**config.mk**
```make
export PLATFORM = sky130hd
export DESIGN_NAME = key_matrix_debounce_repeat_flat
export DESIGN_NICKNAME = d
export VERILOG_FILES = /design/src/rtl/kmd_pkg.sv /design/src/rtl/kmd_if.sv /design/src/rtl/key_matrix_debounce_repeat.sv /design/src/flat_wrapper.sv
export SDC_FILE = /design/constraint.sdc
export NUM_CORES = 1
export LEC_CHECK = 0
export BUFFER_PORTS_ARGS = -buffer_cell sky130_fd_sc_hd__buf_4
export CAP_MARGIN = 20
export CELL_PAD_IN_SITES_DETAIL_PLACEMENT = 0
export CELL_PAD_IN_SITES_GLOBAL_PLACEMENT = 1
export CORE_MARGIN = 3
export CORE_UTILIZATION = 56
export DETAILED_ROUTE_END_ITERATION = 12
export PLACE_DENSITY = 0.9
export SYNTH_ARGS = -nofsm -noshare
export SYNTH_HDL_FRONTEND = slang
export SYNTH_SLANG_ARGS = --single-unit
```
**constraint.sdc**
```tcl
create_clock -name clk -period 15.05 [get_ports clk]
set_input_delay 2.2575 -clock clk [delete_from_list [all_inputs] [get_ports clk]]
set_output_delay 2.2575 -clock clk [all_outputs]
set_load 0.01 [all_outputs]
```
**src/rtl/kmd_pkg.sv**
```systemverilog
// Shared types and constants for the key matrix debounce and autorepeat block.
// Holds the scan and event word layouts and the configuration register map.
// No dependencies.
package kmd_pkg;

  localparam int RowW  = 3;
  localparam int ColW  = 8;
  localparam int TickW = 32;
  localparam int DelayW = 8;
  localparam int CfgIdxW = 1;
  localparam int CfgDataW = 8;

  localparam logic [CfgIdxW-1:0] RegStartDelay = 1'd0;
  localparam logic [CfgIdxW-1:0] RegNextDelay  = 1'd1;

  localparam logic [DelayW-1:0] StartDelayReset = 8'd31;
  localparam logic [DelayW-1:0] NextDelayReset  = 8'd15;

  typedef struct packed {
    logic [RowW-1:0]  row_index;
    logic [ColW-1:0]  column_raw;
    logic [TickW-1:0] now_ticks;
  } scan_t;

  typedef struct packed {
    logic [RowW-1:0] out_row;
    logic [ColW-1:0] pressed_bits;
    logic [ColW-1:0] repeat_bits;
    logic [ColW-1:0] released_bits;
  } key_event_t;

endpackage

```
**src/rtl/kmd_if.sv**
```systemverilog
// Valid/ready channel interfaces for the key matrix block: row scans in, key events out.
// Depends on kmd_pkg for the word layouts.
interface kmd_scan_if;
  logic          valid;
  logic          ready;
  kmd_pkg::scan_t data;

  modport source (output valid, output data, input ready);
  modport sink   (input valid, input data, output ready);
endinterface

interface kmd_event_if;
  logic               valid;
  logic               ready;
  kmd_pkg::key_event_t data;

  modport source (output valid, output data, input ready);
  modport sink   (input valid, input data, output ready);
endinterface

```
**src/rtl/key_matrix_debounce_repeat.sv**
```systemverilog
// Key matrix debounce with autorepeat: per-row vertical counter debounce and repeat timer.
// Depends on kmd_pkg and the channel interfaces in kmd_if.sv.
//
// Usage:
//   scan  (sink):   one word per sampled matrix row: row number, active-low column
//                   pins and the current tick count.
//   keys  (source): one word per scan that produced a press, release or repeat
//                   event for that row; scans with no event produce no word.
//   cfg_we/cfg_index/cfg_data: write the repeat start delay (index 0) and the
//                   repeat next delay (index 1); write only while the block is idle.
// Path: an accepted scan is held in the scan register s1, then its event word in out_word.
// Throughput: one scan per cycle while no event word waits on keys. The per-row state
//   is read and updated from the scan register in the same cycle, so consecutive scans
//   of the same row need no bubble.
// Reset: all keys released, vertical counters and repeat deadlines zero,
//   delays 31 and 15 ticks. The first scan is accepted the cycle after reset.
// Stall: while an event word waits on keys, one more scan is held in the
//   scan register and scan.ready drops until the event word is taken.
module key_matrix_debounce_repeat #(
  parameter int ROW_COUNT = 8,
  parameter int COL_COUNT = 8
) (
  input  logic                           clk,
  input  logic                           rst,
  kmd_scan_if.sink                       scan,
  kmd_event_if.source                    keys,
  input  logic                           cfg_we,
  input  logic [kmd_pkg::CfgIdxW-1:0]    cfg_index,
  input  logic [kmd_pkg::CfgDataW-1:0]   cfg_data
);

  localparam int ColW   = kmd_pkg::ColW;
  localparam int TickW  = kmd_pkg::TickW;
  localparam int SelW   = (ROW_COUNT > 1) ? $clog2(ROW_COUNT) : 1;
  localparam logic [ColW-1:0] KeyMask =
    (COL_COUNT >= ColW) ? {ColW{1'b1}} : ColW'((64'd1 << COL_COUNT) - 64'd1);

  logic [kmd_pkg::DelayW-1:0] start_delay;
  logic [kmd_pkg::DelayW-1:0] next_delay;

  logic [ColW-1:0]  debounced [ROW_COUNT];
  logic [ColW-1:0]  vcount_low [ROW_COUNT];
  logic [ColW-1:0]  vcount_high [ROW_COUNT];
  logic [TickW-1:0] deadline [ROW_COUNT];

  logic             s1_valid;
  kmd_pkg::scan_t   s1;
  logic             s1_go;
  logic             out_valid;
  kmd_pkg::key_event_t out_word;

  logic [SelW-1:0]  sel;
  logic             row_ok;
  logic [ColW-1:0]  closed, st, diff, lo, hi, flip, st_next;
  logic [ColW-1:0]  press, release_bits, rep;
  logic [TickW-1:0] base, deadline_next, now_start, now_next;
  logic             fire, emit;

  assign s1_go      = s1_valid && (!out_valid || keys.ready);
  assign scan.ready = !s1_valid || s1_go;
  assign keys.valid = out_valid;
  assign keys.data  = out_word;

  always_comb begin
    sel    = SelW'({1'b0, s1.row_index});
    row_ok = ({29'd0, s1.row_index} < 32'(ROW_COUNT));
    closed = ~s1.column_raw & KeyMask;
    st     = debounced[sel];
    diff   = st ^ closed;
    lo     = ~(vcount_low[sel] & diff);
    hi     = lo ^ (vcount_high[sel] & diff);
    flip   = diff & lo & hi;
    st_next = st ^ flip;
    press        = st_next & flip & KeyMask;
    release_bits = ~st_next & flip & KeyMask;
    now_start = s1.now_ticks + TickW'(start_delay);
    now_next  = s1.now_ticks + TickW'(next_delay);
    base = ((st_next & KeyMask) == '0) ? now_start : deadline[sel];
    fire = (base <= s1.now_ticks);
    deadline_next = fire ? now_next : base;
    rep  = fire ? (st_next & KeyMask) : '0;
    emit = row_ok && ((press | rep | release_bits) != '0);
  end

  always_ff @(posedge clk) begin
    if (rst) begin
      start_delay <= kmd_pkg::StartDelayReset;
      next_delay  <= kmd_pkg::NextDelayReset;
    end else if (cfg_we) begin
      case (cfg_index)
        kmd_pkg::RegStartDelay: start_delay <= cfg_data;
        kmd_pkg::RegNextDelay:  next_delay  <= cfg_data;
        default: ;
      endcase
    end
  end

  always_ff @(posedge clk) begin
    if (rst) begin
      s1_valid <= 1'b0;
    end else if (scan.ready) begin
      s1_valid <= scan.valid;
    end
    if (scan.ready && scan.valid) begin
      s1 <= scan.data;
    end
  end

  always_ff @(posedge clk) begin
    if (rst) begin
      for (int r = 0; r < ROW_COUNT; r++) begin
        debounced[r]   <= '0;
        vcount_low[r]  <= '0;
        vcount_high[r] <= '0;
        deadline[r]    <= '0;
      end
    end else if (s1_go && row_ok) begin
      debounced[sel]   <= st_next;
      vcount_low[sel]  <= lo;
      vcount_high[sel] <= hi;
      deadline[sel]    <= deadline_next;
    end
  end

  always_ff @(posedge clk) begin
    if (rst) begin
      out_valid <= 1'b0;
    end else if (s1_go) begin
      out_valid <= emit;
    end else if (keys.ready) begin
      out_valid <= 1'b0;
    end
    if (s1_go && emit) begin
      out_word.out_row       <= s1.row_index;
      out_word.pressed_bits  <= press;
      out_word.repeat_bits   <= rep;
      out_word.released_bits <= release_bits;
    end
  end

endmodule

```
**src/flat_wrapper.sv**
```systemverilog
// flat-port wrapper written by rule: the top's interface ports become plain ports
module key_matrix_debounce_repeat_flat 
#(
  parameter int ROW_COUNT = 8,
  parameter int COL_COUNT = 8
)
  (clk, rst, cfg_we, cfg_index, cfg_data, scan_valid, scan_data, scan_ready, keys_valid, keys_data, keys_ready);
  kmd_scan_if scan_i ();
  kmd_event_if keys_i ();
  input  logic clk;
  input  logic rst;
  input  logic cfg_we;
  input  logic [kmd_pkg::CfgIdxW-1:0] cfg_index;
  input  logic [kmd_pkg::CfgDataW-1:0] cfg_data;
  input wire logic [$bits(scan_i.valid)-1:0] scan_valid;
  input wire logic [$bits(scan_i.data)-1:0] scan_data;
  output wire logic [$bits(scan_i.ready)-1:0] scan_ready;
  output wire logic [$bits(keys_i.valid)-1:0] keys_valid;
  output wire logic [$bits(keys_i.data)-1:0] keys_data;
  input wire logic [$bits(keys_i.ready)-1:0] keys_ready;
  assign scan_i.valid = scan_valid;
  assign scan_i.data = scan_data;
  assign scan_ready = scan_i.ready;
  assign keys_valid = keys_i.valid;
  assign keys_data = keys_i.data;
  assign keys_i.ready = keys_ready;
  key_matrix_debounce_repeat #(.ROW_COUNT(ROW_COUNT), .COL_COUNT(COL_COUNT)) u_core (.clk(clk), .rst(rst), .scan(scan_i), .keys(keys_i), .cfg_we(cfg_we), .cfg_index(cfg_index), .cfg_data(cfg_data));
endmodule
```
Yosys cells after proc, flatten, opt, wreduce, memory -nomap -nowiden --
Memory sizes are Yosys's and may differ from the RTL's. A register that Yosys moved wholly into a read port is not among the register bits. Cells that the tools add are included.
Storage, ports and cells: memories kept 4, bits in writable memories 448, bits in registers 88, latch bits 0, logic and storage cells 75, bits of input ports 57, output and inout port bits 29, memory bits (read-only) 0
Memory list:
- u_core.deadline | words 8, width 32, read ports 1, clocked after Yosys merged registers in 1, wr ports 8, RTL line key_matrix_debounce_repeat.sv:44 | logic [TickW-1:0] deadline [ROW_COUNT];
- u_core.debounced | words 8, width 8, read ports 1, clocked after Yosys merged registers in 1, wr ports 8, RTL line key_matrix_debounce_repeat.sv:41 | logic [ColW-1:0] debounced [ROW_COUNT];
- u_core.vcount_high | words 8, width 8, read ports 1, clocked after Yosys merged registers in 1, wr ports 8, RTL line key_matrix_debounce_repeat.sv:43 | logic [ColW-1:0] vcount_high [ROW_COUNT];
- u_core.vcount_low | words 8, width 8, read ports 1, clocked after Yosys merged registers in 1, wr ports 8, RTL line key_matrix_debounce_repeat.sv:42 | logic [ColW-1:0] vcount_low [ROW_COUNT];
Cells by class: reductions and logical operators 16, $mul 0, mux-type cells 26, divide/modulo/power cells 0, $lt $le $gt $ge 1, add/subtract/negate cells 2, shift-type cells 0, bitwise operators 15, eq/ne operators 0
Operator list (number):
- $mux 32 | 3
- $add 32x8->32 | 2
- $and 8x8->8 | 6
- $le 32x32->1 | 1
- $mux 8 | 4
- $reduce_or 32->1 | 1
- $mux 3 | 8
- $not 8->8 | 3
- $reduce_or 8->1 | 3
- $xor 8x8->8 | 3
- $or 8x8->8 | 2
- $mux 1 | 11
- $logic_not 8->1 | 1
- $reduce_bool 8->1 | 1
- $reduce_and 2->1 | 2
- $logic_and 1x1->1 | 3
- $logic_not 1->1 | 2
- $logic_or 1x1->1 | 2
- $reduce_bool 2->1 | 1
- $not 1->1 | 1

Depth between registers and ports, before layout --
depth in word-level cells 15, depth in mapped cells 27, mapped depth without buffers 19

Least setup slack after synthesis --
Ideal clock, no wire load.
path kind register to register, start point register with a tool-made name, end point register u_core.out_word, in the netlist u_core.keys.data[0], enable pin, arrival time 6.549 ns, stages on the path, launching flop included 25, path buffers 7, required time 14.636 ns, path slack 8.087 ns, period minus slack after synthesis 6.963 ns, setup time 0.414 ns, cells stage by stage dfxtp_1 buf_2 buf_6 buf_2 mux4_2 mux2i_1 xnor2_1 nor2_1 ha_1 buf_2 nand4_1 nor2_1 clkbuf_1 buf_2 nor2_1 or2_2 ha_1 a21oi_1 o21a_1 a2bb2oi_1 nand2_1 o21ai_2 buf_2 a21o_1 nor2b_1
RTL lines:
- to (decl) | RTL line key_matrix_debounce_repeat.sv:50 | kmd_pkg::key_event_t out_word;

==> impl_metrics.tcl <==
set metrics [dict create \
    dr.pass1.iters 6 \
    initialDrtViolationCount 2004 \
    clockBufferDepth 3 \
    n_fill_cell 3326 \
    max-vdd-ir-drop_mv 0.103 \
    rsz0062_at_grt "no" \
    start_util 0.573 \
    hold_viol 0 \
    dpl.hpwl_um 37400 \
    wire_per_inst_um 25.7 \
    drive_gt1_frac 0.188 \
    cts_root_buf "clkbuf_16" \
    cts_resized 0 \
    fin_area_mm2 0.0284 \
    die_x_um 220 \
    synth_ff_type "edfxtp_1" \
    maxCapViolCount 0 \
    crit_arrival_ns 9.04 \
    drt-total-wl_um 66600 \
    synthesis.area_mm2 0.0256 \
    cts_tree "done" \
    crit_chain "buf_4 -> mux4_2 -> mux2i_1 -> xnor2_1 -> nor2_1 -> ha_1 -> nand4_1 -> nor2_4 -> buf_4 -> a211oi_1 -> a311o_1 -> a211oi_1 -> ha_1 -> nand4_1 -> nor4_1 -> a21boi_0 -> o32a_1 -> o21a_1 -> buf_4 -> nor2_1 -> a21oi_1 -> nor2_1" \
    coreArea_mm2 0.0447 \
    die_area_mm2 0.0484 \
    slew_headroom 0.259 \
    cts_sinks 539 \
    routed-via-count 16600 \
    synth_area_leader_cell "edfxtp_1" \
    period_share 0.580 \
    drc 0 \
    ant_nets 0 \
    row_count 77 \
    insertion_delay_ns 0.63 \
    die_h_um 220 \
    dpl_cell_area_mm2 0.0268 \
    ys_seq_area_frac 0.623 \
    min_from "u_core.next_delay[6]" \
    tightestPinTransition_ns 1.11 \
    final_cell_mix "edfxtp_1, nor2_1, mux4_2, buf_4, nor3_1" \
    start_kind "register" \
    tns_ns 0 \
    yosysTopAreaCellShare 0.607 \
    status "finished clean" \
    critical_path.top_delay_family "compound AO/OA/AOI/OAI gates" \
    crit_slowest_cell "dfxtp_4" \
    portBuffers 85 \
    path_class "register to register" \
    netlist_instances 1910 \
    critPathMaxFanout 59 \
    holdBufCountCts 0 \
    setup_viol 0 \
    grt_use_total 0.281 \
    avgViaCountPerCell 6.41 \
    syn-num-nets 2033 \
    numPlacedInstances 2493 \
    htreeDepth 2 \
    cts_buffers 53 \
    grt_pass1_vias 16900 \
    p_per_area_mw_per_mm2 126 \
    synthTopCellsByArea "edfxtp_1, mux4_2, nor2_1" \
    fmax_mhz 115 \
    p_leak_nw 10.5 \
    nets 2080 \
    synth_edf_count 518 \
    path_buf_inv 3 \
    clkTransAtPathRegs_ns 0.06 \
    synth.avg_cell_area_um2 13.4 \
    cts_setup_buffers 0 \
    finalClockSkew_ns 0.0329 \
    synth_seq_cells 539 \
    layout_commonest_cell "edfxtp_1" \
    diodes 0 \
    critical_path_required_ns 15.36 \
    grt_overflow_total 0 \
    slew_violations 0 \
    worst_setup_path_end_kind "register" \
    layout.cells.non_filler 2586 \
    cpPeakStageDelay_ns 1.01 \
    synthToLayoutAreaGrowth_pct 10.8 \
    grt_max_degree 60 \
    grt_pass1_wl_um 101000 \
    io_pins 86 \
    async_flop_share 0 \
    holdWs_ns 0.471 \
    ys_types 73 \
    yosys_warnings 0 \
    antenna_found_initial 0 \
    min_period_ns 8.73 \
    place_congestion 0.903 \
    hold_class "register to register" \
]
[per-stage QoR]
step	power [mW]	setup slack [ns]	util
2_1_floorplan	2.17	8.09	-
3_3_place_gp	2.33	6.71	0.598
3_5_place_dp	2.34	6.33	0.598
4_1_cts	3.59	6.30	0.635
5_1_grt	3.70	5.63	0.635
6_report	3.58	6.32	0.635
[cell usage after synthesis (all sizes together) (2+ instances only)]
master	n
nand3	22
mux2i	44
a21oi	49
nand2b	12
o21ai	33
o211a	3
or3	3
nor3	105
a211o	6
a221oi	2
clkbuf	71
nand2	75
buf	50
and2	4
nor3b	2
xnor2	55
and3	8
nand3b	4
xor2	4
or2	6
edfxtp	518
a2111oi	2
nor2b	27
nand4	24
a21o	12
ha	64
inv	44
a31oi	9
o211ai	2
a211oi	26
dfxtp	21
nor2	439
a31o	3
mux4	112
fa	2
o21a	7
nor4	16
mux2	7
[final timing paths]
kind	endpoint	slack [ns]	cells past startpoint
setup / recovery	u_core.deadline[1][26]	6.32	22
hold / removal	u_core.next_delay[6]	0.47	2
hold reg to reg	u_core.next_delay[6]	0.47	2
setup reg to reg	u_core.deadline[1][26]	6.32	22
[cell type report]
| cell class | count | area, um^2 | area share |
|---|---|---|---|
| inverters | 45 | 169 | 0.00595 |
| multi-input cells | 1205 | 9010 | 0.318 |
| well taps | 592 | 741 | 0.0261 |
| clock buffers | 67 | 1380 | 0.0486 |
| clock inverters | 25 | 234 | 0.00824 |
| flip-flops and latches | 539 | 16000 | 0.563 |
| repair buffers | 113 | 861 | 0.0303 |
[flip-flops by register name, indices dropped and copies added (netlist names), named ones only]
signal,cells
u_core.deadline,256
u_core.debounced,64
u_core.keys.data,27
u_core.keys.valid,1
u_core.next_delay,8
u_core.s1,40
u_core.s1_valid,1
u_core.sel,3
u_core.start_delay,8
u_core.vcount_high,64
u_core.vcount_low,64
[layer usage]
metal	GRT usage	wire length, um	up-vias
met2	0.474	32600	954
li1	-	-	7185
met1	0.373	25000	8265
met5	0	0	-
met3	0.0414	6490	162
met4	0.109	2470	0
[logic make-up (layout without fill, tap and decap cells)]
| logic type | after synthesis | count (layout) | share of synthesized area |
|---|---|---|---|
| flops | 539 | 539 | 0.623 |
| compound gates | 167 | 167 | 0.0451 |
| fa+ha+maj | 66 | 66 | 0.0328 |
| xor+xnor | 59 | 59 | 0.0202 |
| simple gates | 750 | 750 | 0.131 |
| buf+inv | 166 | 250 | 0.0274 |
| mux | 163 | 163 | 0.120 |
[where the power goes]
part / internal, mW / switching [mW]
Sequential: 1.72 / 0.0466
Clock: 0.700 / 0.557
Combinational: 0.197 / 0.358
[worst reg2reg max path: stages (launching register included)]
cell and delay [ns]:
dfxtp_4 1.01, buf_4 0.84, mux4_2 0.63, mux2i_1 0.30, xnor2_1 0.25, nor2_1 0.12, ha_1 0.50, nand4_1 0.24
nor2_4 0.15, buf_4 0.58, a211oi_1 0.16, a311o_1 0.34, a211oi_1 0.30, ha_1 0.21, nand4_1 0.09, nor4_1 0.39
a21boi_0 0.27, o32a_1 0.32, o21a_1 0.52, buf_4 0.44, nor2_1 0.09, a21oi_1 0.56, nor2_1 0.11
Note: power is estimated with default switching activity, not from simulation.
